$ cat src/rtl/ptst_pkg.sv
// ----------------------------------------------------------------------------
// ptst_pkg
// Types and constants shared by the periodic timer slot table modules.
// ----------------------------------------------------------------------------
`default_nettype none

package ptst_pkg;

  localparam int WORD_W      = 32;
  localparam int SLOT_W      = 5;
  localparam int IDX_W       = 4;
  localparam int IDX_EXT_W   = 7;
  localparam int ARG_N       = 4;
  localparam int MAX_RES     = 16;
  localparam int CNT_W       = 5;
  localparam int IN_TDATA_W  = 200;
  localparam int IN_TUSER_W  = 2;
  localparam int OUT_TDATA_W = 168;
  localparam int OUT_TUSER_W = 3;

  // floor(x / 15) == (x * DIV_MAGIC) >> DIV_SHIFT for every 32-bit x
  localparam logic [WORD_W-1:0] DIV_MAGIC = 32'h8888_8889;
  localparam int                DIV_SHIFT = 35;

  typedef enum logic [1:0] {
    REQ_ADD    = 2'd0,
    REQ_REMOVE = 2'd1,
    REQ_TICK   = 2'd2
  } ptst_req_e;

  typedef enum logic [2:0] {
    KIND_ADDED   = 3'd0,
    KIND_INVALID = 3'd1,
    KIND_FULL    = 3'd2,
    KIND_REMOVED = 3'd3,
    KIND_EXPIRED = 3'd4,
    KIND_NONE    = 3'd5
  } ptst_kind_e;

  typedef struct packed {
    logic [ARG_N-1:0][WORD_W-1:0] args;
    logic [WORD_W-1:0]            period;
    logic [WORD_W-1:0]            handler;
  } ptst_rec_t;

  typedef struct packed {
    logic rec_we;
    logic dl_we;
    logic occ_set;
    logic occ_clr;
  } ptst_wr_t;

  typedef struct packed {
    ptst_kind_e                   kind;
    logic [SLOT_W-1:0]            slot;
    logic [WORD_W-1:0]            handler;
    logic [ARG_N-1:0][WORD_W-1:0] args;
  } ptst_res_t;

  function automatic ptst_res_t make_res(ptst_kind_e kind, logic [SLOT_W-1:0] slot);
    ptst_res_t r;
    r      = '0;
    r.kind = kind;
    r.slot = slot;
    return r;
  endfunction

endpackage

`default_nettype wire

$ cat src/rtl/ptst_alu.sv
// ----------------------------------------------------------------------------
// ptst_alu
// Shared arithmetic unit: 32-bit add, unsigned compare, reciprocal multiply.
// ----------------------------------------------------------------------------
`default_nettype none

module ptst_alu (
  input  logic [ptst_pkg::WORD_W-1:0]   opa_i,
  input  logic [ptst_pkg::WORD_W-1:0]   opb_i,
  input  logic [ptst_pkg::WORD_W-1:0]   opc_i,
  output logic [ptst_pkg::WORD_W-1:0]   sum_o,
  output logic                          le_o,
  output logic [2*ptst_pkg::WORD_W-1:0] prod_o
);
  import ptst_pkg::*;

  assign sum_o  = opa_i + opb_i;
  assign le_o   = (opc_i <= opa_i);
  assign prod_o = (2*WORD_W)'(opa_i) * (2*WORD_W)'(DIV_MAGIC);

endmodule

`default_nettype wire

$ cat src/rtl/ptst_store.sv
// ----------------------------------------------------------------------------
// ptst_store
// Slot storage: record and deadline memories plus per-slot occupied bits.
// ----------------------------------------------------------------------------
`default_nettype none

module ptst_store #(
  parameter int SLOT_COUNT = 16,
  parameter int SW         = 4
) (
  input  logic                         clk_i,
  input  logic                         rst_ni,
  input  ptst_pkg::ptst_wr_t           wr_i,
  input  logic [SW-1:0]                wr_addr_i,
  input  ptst_pkg::ptst_rec_t          rec_i,
  input  logic [ptst_pkg::WORD_W-1:0]  dl_i,
  input  logic [SW-1:0]                rd_addr_i,
  output ptst_pkg::ptst_rec_t          rec_o,
  output logic [ptst_pkg::WORD_W-1:0]  dl_o,
  output logic [SLOT_COUNT-1:0]        occ_o
);
  import ptst_pkg::*;

  ptst_rec_t         rec_mem [SLOT_COUNT];
  logic [WORD_W-1:0] dl_mem  [SLOT_COUNT];
  ptst_rec_t         rec_q;
  logic [WORD_W-1:0] dl_q;
  logic [SLOT_COUNT-1:0] occ_q;

  always_ff @(posedge clk_i) begin
    if (wr_i.rec_we) begin
      rec_mem[wr_addr_i] <= rec_i;
    end
    rec_q <= rec_mem[rd_addr_i];
  end

  always_ff @(posedge clk_i) begin
    if (wr_i.dl_we) begin
      dl_mem[wr_addr_i] <= dl_i;
    end
    dl_q <= dl_mem[rd_addr_i];
  end

  always_ff @(posedge clk_i or negedge rst_ni) begin
    if (!rst_ni) begin
      occ_q <= '0;
    end else begin
      if (wr_i.occ_set) begin
        occ_q[wr_addr_i] <= 1'b1;
      end
      if (wr_i.occ_clr) begin
        occ_q[wr_addr_i] <= 1'b0;
      end
    end
  end

  assign rec_o = rec_q;
  assign dl_o  = dl_q;
  assign occ_o = occ_q;

endmodule

`default_nettype wire

$ cat src/rtl/periodic_timer_slot_table_top.sv
// ----------------------------------------------------------------------------
// periodic_timer_slot_table_top
// Add: decode, multiply, then a search up from slot 0; the lowest free slot
// is taken. Remove: decode, then the result. Tick: one slot per cycle through
// the shared compare/add unit, held while the output stalls a result.
// Ready returns once the last word is registered.
// Reset: tick count zero, all slots free at once (occupied bits), no sweep.
// ----------------------------------------------------------------------------
`default_nettype none

module periodic_timer_slot_table_top #(
  parameter int SLOT_COUNT = 16
) (
  input  logic                             clk_i,
  input  logic                             rst_ni,
  input  logic                             s_axis_tvalid,
  output logic                             s_axis_tready,
  // handler_addr, delay_ms, arg_one, arg_two, arg_three, arg_four, slot_index
  input  logic [ptst_pkg::IN_TDATA_W-1:0]  s_axis_tdata,
  // req_type
  input  logic [ptst_pkg::IN_TUSER_W-1:0]  s_axis_tuser,
  output logic                             m_axis_tvalid,
  input  logic                             m_axis_tready,
  // slot_out, handler_out, out_one, out_two, out_three, out_four
  output logic [ptst_pkg::OUT_TDATA_W-1:0] m_axis_tdata,
  // kind
  output logic [ptst_pkg::OUT_TUSER_W-1:0] m_axis_tuser,
  // last_result
  output logic                             m_axis_tlast
);
  import ptst_pkg::*;

  localparam int SW = (SLOT_COUNT > 1) ? $clog2(SLOT_COUNT) : 1;
  localparam int CW = $clog2(SLOT_COUNT + 1);
  localparam logic [CW-1:0]        PTR_END   = CW'(SLOT_COUNT);
  localparam logic [SLOT_W-1:0]    FULL_SLOT = SLOT_W'(SLOT_COUNT);
  localparam logic [IDX_EXT_W-1:0] IDX_LIMIT = IDX_EXT_W'(SLOT_COUNT);

  typedef enum logic [2:0] {
    S_IDLE,
    S_DECODE,
    S_MUL,
    S_FIND,
    S_SCAN,
    S_FLUSH
  } state_e;

  state_e                       state_q, state_d;
  logic [CW-1:0]                ptr_q, ptr_d;
  logic [CNT_W-1:0]             cnt_q, cnt_d;
  logic [WORD_W-1:0]            tick_q, tick_d;
  logic                         pend_v_q, pend_v_d;
  ptst_res_t                    pend_q, pend_d;
  logic                         out_v_q, out_v_d;
  ptst_res_t                    out_q, out_d;
  logic                         out_last_q, out_last_d;
  logic [2*WORD_W-1:0]          prod_q, prod_d;

  logic [1:0]                   req_q;
  logic [WORD_W-1:0]            handler_q, delay_q;
  logic [ARG_N-1:0][WORD_W-1:0] args_q;
  logic [IDX_W-1:0]             idx_q;

  logic [WORD_W-1:0]     alu_a, alu_b, alu_c, alu_sum;
  logic                  alu_le;
  logic [2*WORD_W-1:0]   alu_prod;
  ptst_wr_t              wr;
  logic [SW-1:0]         wr_addr;
  ptst_rec_t             rec_wr, rec_rd;
  logic [WORD_W-1:0]     dl_rd;
  logic [SLOT_COUNT-1:0] occ;

  logic [SW-1:0]         ptr_idx;
  logic [IDX_EXT_W-1:0]  ptr_ext, idx_ext;
  logic [SLOT_W-1:0]     ptr_slot;
  logic [WORD_W-1:0]     period_new;
  logic                  idx_ok, out_free, fire;

  assign ptr_idx    = ptr_q[SW-1:0];
  assign ptr_ext    = IDX_EXT_W'(ptr_q);
  assign ptr_slot   = ptr_ext[SLOT_W-1:0];
  assign idx_ext    = IDX_EXT_W'(idx_q);
  assign idx_ok     = (idx_ext < IDX_LIMIT);
  assign period_new = WORD_W'(prod_q[2*WORD_W-1:DIV_SHIFT]);
  assign out_free   = !out_v_q || m_axis_tready;
  assign fire       = occ[ptr_idx] && alu_le;

  always_comb begin
    alu_a = (state_q == S_MUL) ? delay_q : tick_q;
    alu_c = dl_rd;
    unique case (state_q)
      S_DECODE: alu_b = WORD_W'(1);
      S_FIND:   alu_b = period_new;
      default:  alu_b = rec_rd.period;
    endcase
  end

  ptst_alu u_alu (
    .opa_i  (alu_a),
    .opb_i  (alu_b),
    .opc_i  (alu_c),
    .sum_o  (alu_sum),
    .le_o   (alu_le),
    .prod_o (alu_prod)
  );

  assign rec_wr = '{args: args_q, period: period_new, handler: handler_q};

  ptst_store #(
    .SLOT_COUNT (SLOT_COUNT),
    .SW         (SW)
  ) u_store (
    .clk_i     (clk_i),
    .rst_ni    (rst_ni),
    .wr_i      (wr),
    .wr_addr_i (wr_addr),
    .rec_i     (rec_wr),
    .dl_i      (alu_sum),
    .rd_addr_i (ptr_d[SW-1:0]),
    .rec_o     (rec_rd),
    .dl_o      (dl_rd),
    .occ_o     (occ)
  );

  always_comb begin
    state_d    = state_q;
    ptr_d      = ptr_q;
    cnt_d      = cnt_q;
    tick_d     = tick_q;
    pend_v_d   = pend_v_q;
    pend_d     = pend_q;
    prod_d     = prod_q;
    out_v_d    = out_v_q && !m_axis_tready;
    out_d      = out_q;
    out_last_d = out_last_q;
    wr         = '0;
    wr_addr    = ptr_idx;
    unique case (state_q)
      S_IDLE: begin
        if (s_axis_tvalid) begin
          state_d = S_DECODE;
        end
      end
      S_DECODE: begin
        unique case (req_q)
          REQ_ADD: begin
            if (handler_q == '0 || delay_q == '0) begin
              pend_d  = make_res(KIND_INVALID, '0);
              state_d = S_FLUSH;
            end else begin
              state_d = S_MUL;
            end
          end
          REQ_REMOVE: begin
            if (idx_ok) begin
              wr.occ_clr = 1'b1;
              wr_addr    = idx_ext[SW-1:0];
            end
            pend_d  = make_res(KIND_REMOVED, SLOT_W'(idx_q));
            state_d = S_FLUSH;
          end
          REQ_TICK: begin
            tick_d   = alu_sum;
            ptr_d    = '0;
            cnt_d    = '0;
            pend_v_d = 1'b0;
            state_d  = S_SCAN;
          end
          default: state_d = S_IDLE;
        endcase
      end
      S_MUL: begin
        prod_d  = alu_prod;
        ptr_d   = '0;
        state_d = S_FIND;
      end
      S_FIND: begin
        priority if (ptr_q == PTR_END) begin
          pend_d  = make_res(KIND_FULL, FULL_SLOT);
          state_d = S_FLUSH;
        end else if (!occ[ptr_idx]) begin
          wr.rec_we  = 1'b1;
          wr.dl_we   = 1'b1;
          wr.occ_set = 1'b1;
          pend_d     = make_res(KIND_ADDED, ptr_slot);
          state_d    = S_FLUSH;
        end else begin
          ptr_d = ptr_q + CW'(1);
        end
      end
      S_SCAN: begin
        priority if (ptr_q == PTR_END || cnt_q == CNT_W'(MAX_RES)) begin
          if (!pend_v_q) begin
            pend_d = make_res(KIND_NONE, '0);
          end
          state_d = S_FLUSH;
        end else if (fire) begin
          if (!pend_v_q || out_free) begin
            if (pend_v_q) begin
              out_v_d    = 1'b1;
              out_d      = pend_q;
              out_last_d = 1'b0;
            end
            pend_d   = '{kind: KIND_EXPIRED, slot: ptr_slot, handler: rec_rd.handler,
                         args: rec_rd.args};
            pend_v_d = 1'b1;
            wr.dl_we = 1'b1;
            cnt_d    = cnt_q + CNT_W'(1);
            ptr_d    = ptr_q + CW'(1);
          end
        end else begin
          ptr_d = ptr_q + CW'(1);
        end
      end
      S_FLUSH: begin
        if (out_free) begin
          out_v_d    = 1'b1;
          out_d      = pend_q;
          out_last_d = 1'b1;
          pend_v_d   = 1'b0;
          state_d    = S_IDLE;
        end
      end
      default: state_d = S_IDLE;
    endcase
  end

  always_ff @(posedge clk_i or negedge rst_ni) begin
    if (!rst_ni) begin
      state_q    <= S_IDLE;
      ptr_q      <= '0;
      cnt_q      <= '0;
      tick_q     <= '0;
      pend_v_q   <= 1'b0;
      out_v_q    <= 1'b0;
      out_q      <= '0;
      out_last_q <= 1'b0;
    end else begin
      state_q    <= state_d;
      ptr_q      <= ptr_d;
      cnt_q      <= cnt_d;
      tick_q     <= tick_d;
      pend_v_q   <= pend_v_d;
      out_v_q    <= out_v_d;
      out_q      <= out_d;
      out_last_q <= out_last_d;
    end
  end

  always_ff @(posedge clk_i) begin
    pend_q <= pend_d;
    prod_q <= prod_d;
    if (s_axis_tvalid && s_axis_tready) begin
      req_q     <= s_axis_tuser[1:0];
      handler_q <= s_axis_tdata[31:0];
      delay_q   <= s_axis_tdata[63:32];
      args_q[0] <= s_axis_tdata[95:64];
      args_q[1] <= s_axis_tdata[127:96];
      args_q[2] <= s_axis_tdata[159:128];
      args_q[3] <= s_axis_tdata[191:160];
      idx_q     <= s_axis_tdata[195:192];
    end
  end

  assign s_axis_tready = (state_q == S_IDLE);
  assign m_axis_tvalid = out_v_q;
  assign m_axis_tuser  = out_q.kind;
  assign m_axis_tlast  = out_last_q;
  assign m_axis_tdata  = OUT_TDATA_W'({out_q.args[3], out_q.args[2], out_q.args[1],
                                       out_q.args[0], out_q.handler, out_q.slot});

endmodule

`default_nettype wire

$ cat config.mk
export PLATFORM = sky130hd
export DESIGN_NAME = periodic_timer_slot_table_top
export DESIGN_NICKNAME = d
export VERILOG_FILES = /design/src/rtl/ptst_pkg.sv /design/src/rtl/ptst_alu.sv /design/src/rtl/ptst_store.sv /design/src/rtl/periodic_timer_slot_table_top.sv
export SDC_FILE = /design/constraint.sdc
export NUM_CORES = 2
export LEC_CHECK = 0
export BUFFER_PORTS_ARGS = -buffer_cell sky130_fd_sc_hd__buf_2
export CAP_MARGIN = 0
export CORE_MARGIN = 5
export CORE_UTILIZATION = 60
export DETAILED_ROUTE_END_ITERATION = 10
export PLACE_DENSITY = 0.77
export SYNTH_ARGS = -nofsm -noshare
export SYNTH_HDL_FRONTEND = slang
export SYNTH_SLANG_ARGS = --single-unit
export TNS_END_PERCENT = 1
$ cat constraint.sdc
create_clock -name clk_i -period 35 [get_ports clk_i]
set_input_delay 1.75 -clock clk_i [delete_from_list [all_inputs] [get_ports clk_i]]
set_output_delay 1.75 -clock clk_i [all_outputs]
set_load 0.01 [all_outputs]
==> impl_results.md <==
* Area leader, netlist: edfxtp_1
* Hold_sp: pend_q[70]
* Gate Count Post-Synth at 11600
* EDFF count, synth at 3931
* Detailed Place HPWL at 266000 um
* Root buffer cell: clkbuf_16
* Port bufs at 372
* Iteration-0 DRC Markers at 15600
* WHS Endpoint: m_axis_tdata[107]
* FFs w/ async S/R, synth at 5.29%
* Deepest clock path buffer count at 4
* Worst r2r path cells at 20
* Tightest Hold Check Type: flop to flop
* R2R Path Start: state_q[2]
* Placer Congestion at 0.914
* Worst rel slew slack at 4.44%
* Post-synth top flop: edfxtp_1
* Post-Layout Cell Count at 16100
* Synth warn at 0
* Crit-path max FO at 53
* Total core area at 297000 um^2
* Row cnt at 200
* Max Slew Vio Count at 0
* Drt total wl at 508000 um
* Vias in the first global route at 110000
* Setup violations, final at 0
* GRT Residual Overflow at 0
* Post-synthesis cell type count at 86
* Die Ht at 557 um
* Latest clock arrival within the worst-skew pair at 0.97 ns
* Final Net Count at 12500
* Largest net degree at the start of global routing at 165
* Clk slew on worst S/H paths at 0.06 ns
* Share of layout cells above drive strength 1 at 16.1%
* Minimum clock period at 10.16 ns
* Total number of vias at 111000
* Register area share after synthesis at 71.6%
* Crit path cell chain: nor3b_2, buf_4, buf_4, mux2_2, inv_1, ha_1, nand4_1, or4_1, nor3_1, and4_1, and4_1, a21o_1, nand3_1, a211oi_4, buf_4, buf_4, buf_4, buf_4, o21ai_0, nor4b_2
* Dpl cells at 15300
* Avg Inst Size Synth at 15.5 um^2
* Final hold vios at 0
* Crit. End Element: flop
* CTS tree: yes
* Die width at 557 um
* # Post-CTS Setup Buffers at 0
* Synth Cell Area at 179000 um^2
* Initial antenna violation count at 22
* Worst Tran Pin Value at 1.42 ns
* Setup crit start kind: flop
* Final hold slack at 0.466 ns
* IO Count at 380
* Critical path type: flop to flop
* Max Cap Viol at 0
* Status: complete, no violations
* Yosys top cell area share at 65.8%
* First-pass GRT wire length at 734000 um
* RSZ-0062 raised after global routing: false
* Number of vias per cell at 6.86
* Reg2reg setup slack at 24.84 ns
* Antenna viol nets, final at 0
* Resized Gates After CTS at 0
* Cell mode on critical path: buf_4
* Setup Skew at 0.0667 ns
* Die ar. at 310000 um^2
* Hold depth at 1
* Htree depth at 5
* Fmax at 98.4 MHz
* CP Data Arrival Time at 10.99 ns
* Total GRT Usage at 32.1%
* Residual DRC at 0
* Max incr delay on CP at 0.87 ns
* CP max stage cell: buf_4
* Final Cycle Share at 29.0%
* Starting Density at 60.3%
* CTS Buf Count at 425
* Sink Count at 4384
* Area delta synth->final at 11.2%
* Area contributors post-synth: edfxtp_1, mux2_2, dfrtp_1
* Setup_tns at 0 ns
* #FFs+latches synth at 4384
* Critical Path RT at 35.83 ns
* DR pass1 iterations at 8
* Post-CTS Hold Fix Bufs at 0
* Worst R2R End: u_store.rec_o[68]
* Wire length per cell at 31.5 um
## worst max-delay path by stage
stage,start,endpoint,slack [ns],cells after the start
floorplan,state_q[0],pend_q[0],21.78,13
global placement,state_q[2],prod_q[58],25.14,27
detailed placement,state_q[2],prod_q[58],25.15,27
CTS,state_q[2],prod_q[58],25.09,27
global route,state_q[2],prod_q[58],24.41,27
finish,state_q[2],u_store.rec_o[68],24.84,20
## synthesized netlist by cell type, types with 19 or more instances
master and n:
a211oi_1 697, a21o_1 39, a21oi_1 594, a221oi_1 145
a32o_1 165, a32oi_1 28, and3_1 501, buf_1 42
buf_2 194, buf_4 31, clkbuf_1 527, dfrtp_1 232
dfxtp_1 221, edfxtp_1 3931, fa_1 158, ha_1 363
inv_1 345, mux2_1 49, mux2_2 518, mux2i_1 358
nand2_1 650, nand3_1 429, nand4_1 45, nor2_1 83
nor3_1 36, nor4_1 19, nor4b_1 57, nor4b_2 108
o21ai_0 651, or4_1 31, xnor2_1 41, xor2_1 28
## layout by cell type (no fill, tap or decap), drive strengths merged, types with 232 or more instances in the layout
master and n:
a211oi 698, ha 363, mux2i 359, o21ai 654, nand3 429, buf 586, clkbuf 596, nand2 653
dfrtp 232, inv 368, and3 501, edfxtp 3931, mux2 567, a21oi 595
## stage by stage
step / worst slack [ns] / area (um^2) / utilization [%]
floorplan: 21.78 / 179000 / -
global placement: 25.14 / 185000 / 62.2
detailed placement: 25.15 / 185000 / 62.2
CTS: 25.09 / 199000 / 67.0
global route: 24.41 / 199000 / 67.0
finish: 24.84 / 199000 / 67.0
## routing by layer
metal  vias up  share of wire (%)  track usage, %
li1      45500                  -               -
met1     55400                 35            43.0
met2      8209                 47            51.2
met3      1488                 13            6.63
met4         8                5.2            14.9
met5         -              0.011               0
## flip-flops by register name, indices dropped and copies added (netlist names)
| register | flops |
|---|---|
| args_q | 128 |
| cnt_q | 5 |
| delay_q | 32 |
| handler_q | 32 |
| idx_q | 4 |
| m_axis_tdata | 165 |
| m_axis_tlast | 1 |
| m_axis_tuser | 3 |
| m_axis_tvalid | 1 |
| pend_q | 168 |
| pend_v_q | 1 |
| prod_q | 29 |
| ptr_q | 5 |
| req_q | 2 |
| state_q | 3 |
| tick_q | 32 |
| u_store.dl_mem | 512 |
| u_store.dl_o | 32 |
| u_store.occ_o | 16 |
| u_store.rec_mem | 3024 |
| u_store.rec_o | 189 |
## final cells by class
cell class                 instances  area, um^2
antenna                           19        47.5
tap                             3939        4930
fill                           19200       98000
clock inverter                   204        2230
sequential                      4384      128000
multi-input combinational       6046       46700
inverter                         351        1360
timing repair buffer             586        3750
clock buffer                     596       12000
## cells by family (layout without fill, tap and decap cells)
group	Yosys count	after routing	synth area share [%]
flip-flops	4384	4384	71.6
AO/OA/AOI/OAI	2484	2484	9.10
other	1	22	0.00209
XOR/XNOR	69	69	0.337
multiplexers	931	931	5.63
AND/OR/NAND/NOR	2038	2038	6.45
adder cells (fa/ha/maj)	521	521	4.30
buffers and inverters	1150	1737	2.63
## worst max-delay path: cells and delay by family (launching register included)
kind	cells	cell delay, ns
simple gates	8	2.76
buf+inv	7	4.49
flops	1	0.67
mux	1	0.52
compound gates	3	1.10
fa+ha+maj	1	0.35
Power is not shown: default switching activity piles up to over one toggle a cycle in this logic, so the estimate is an artifact.
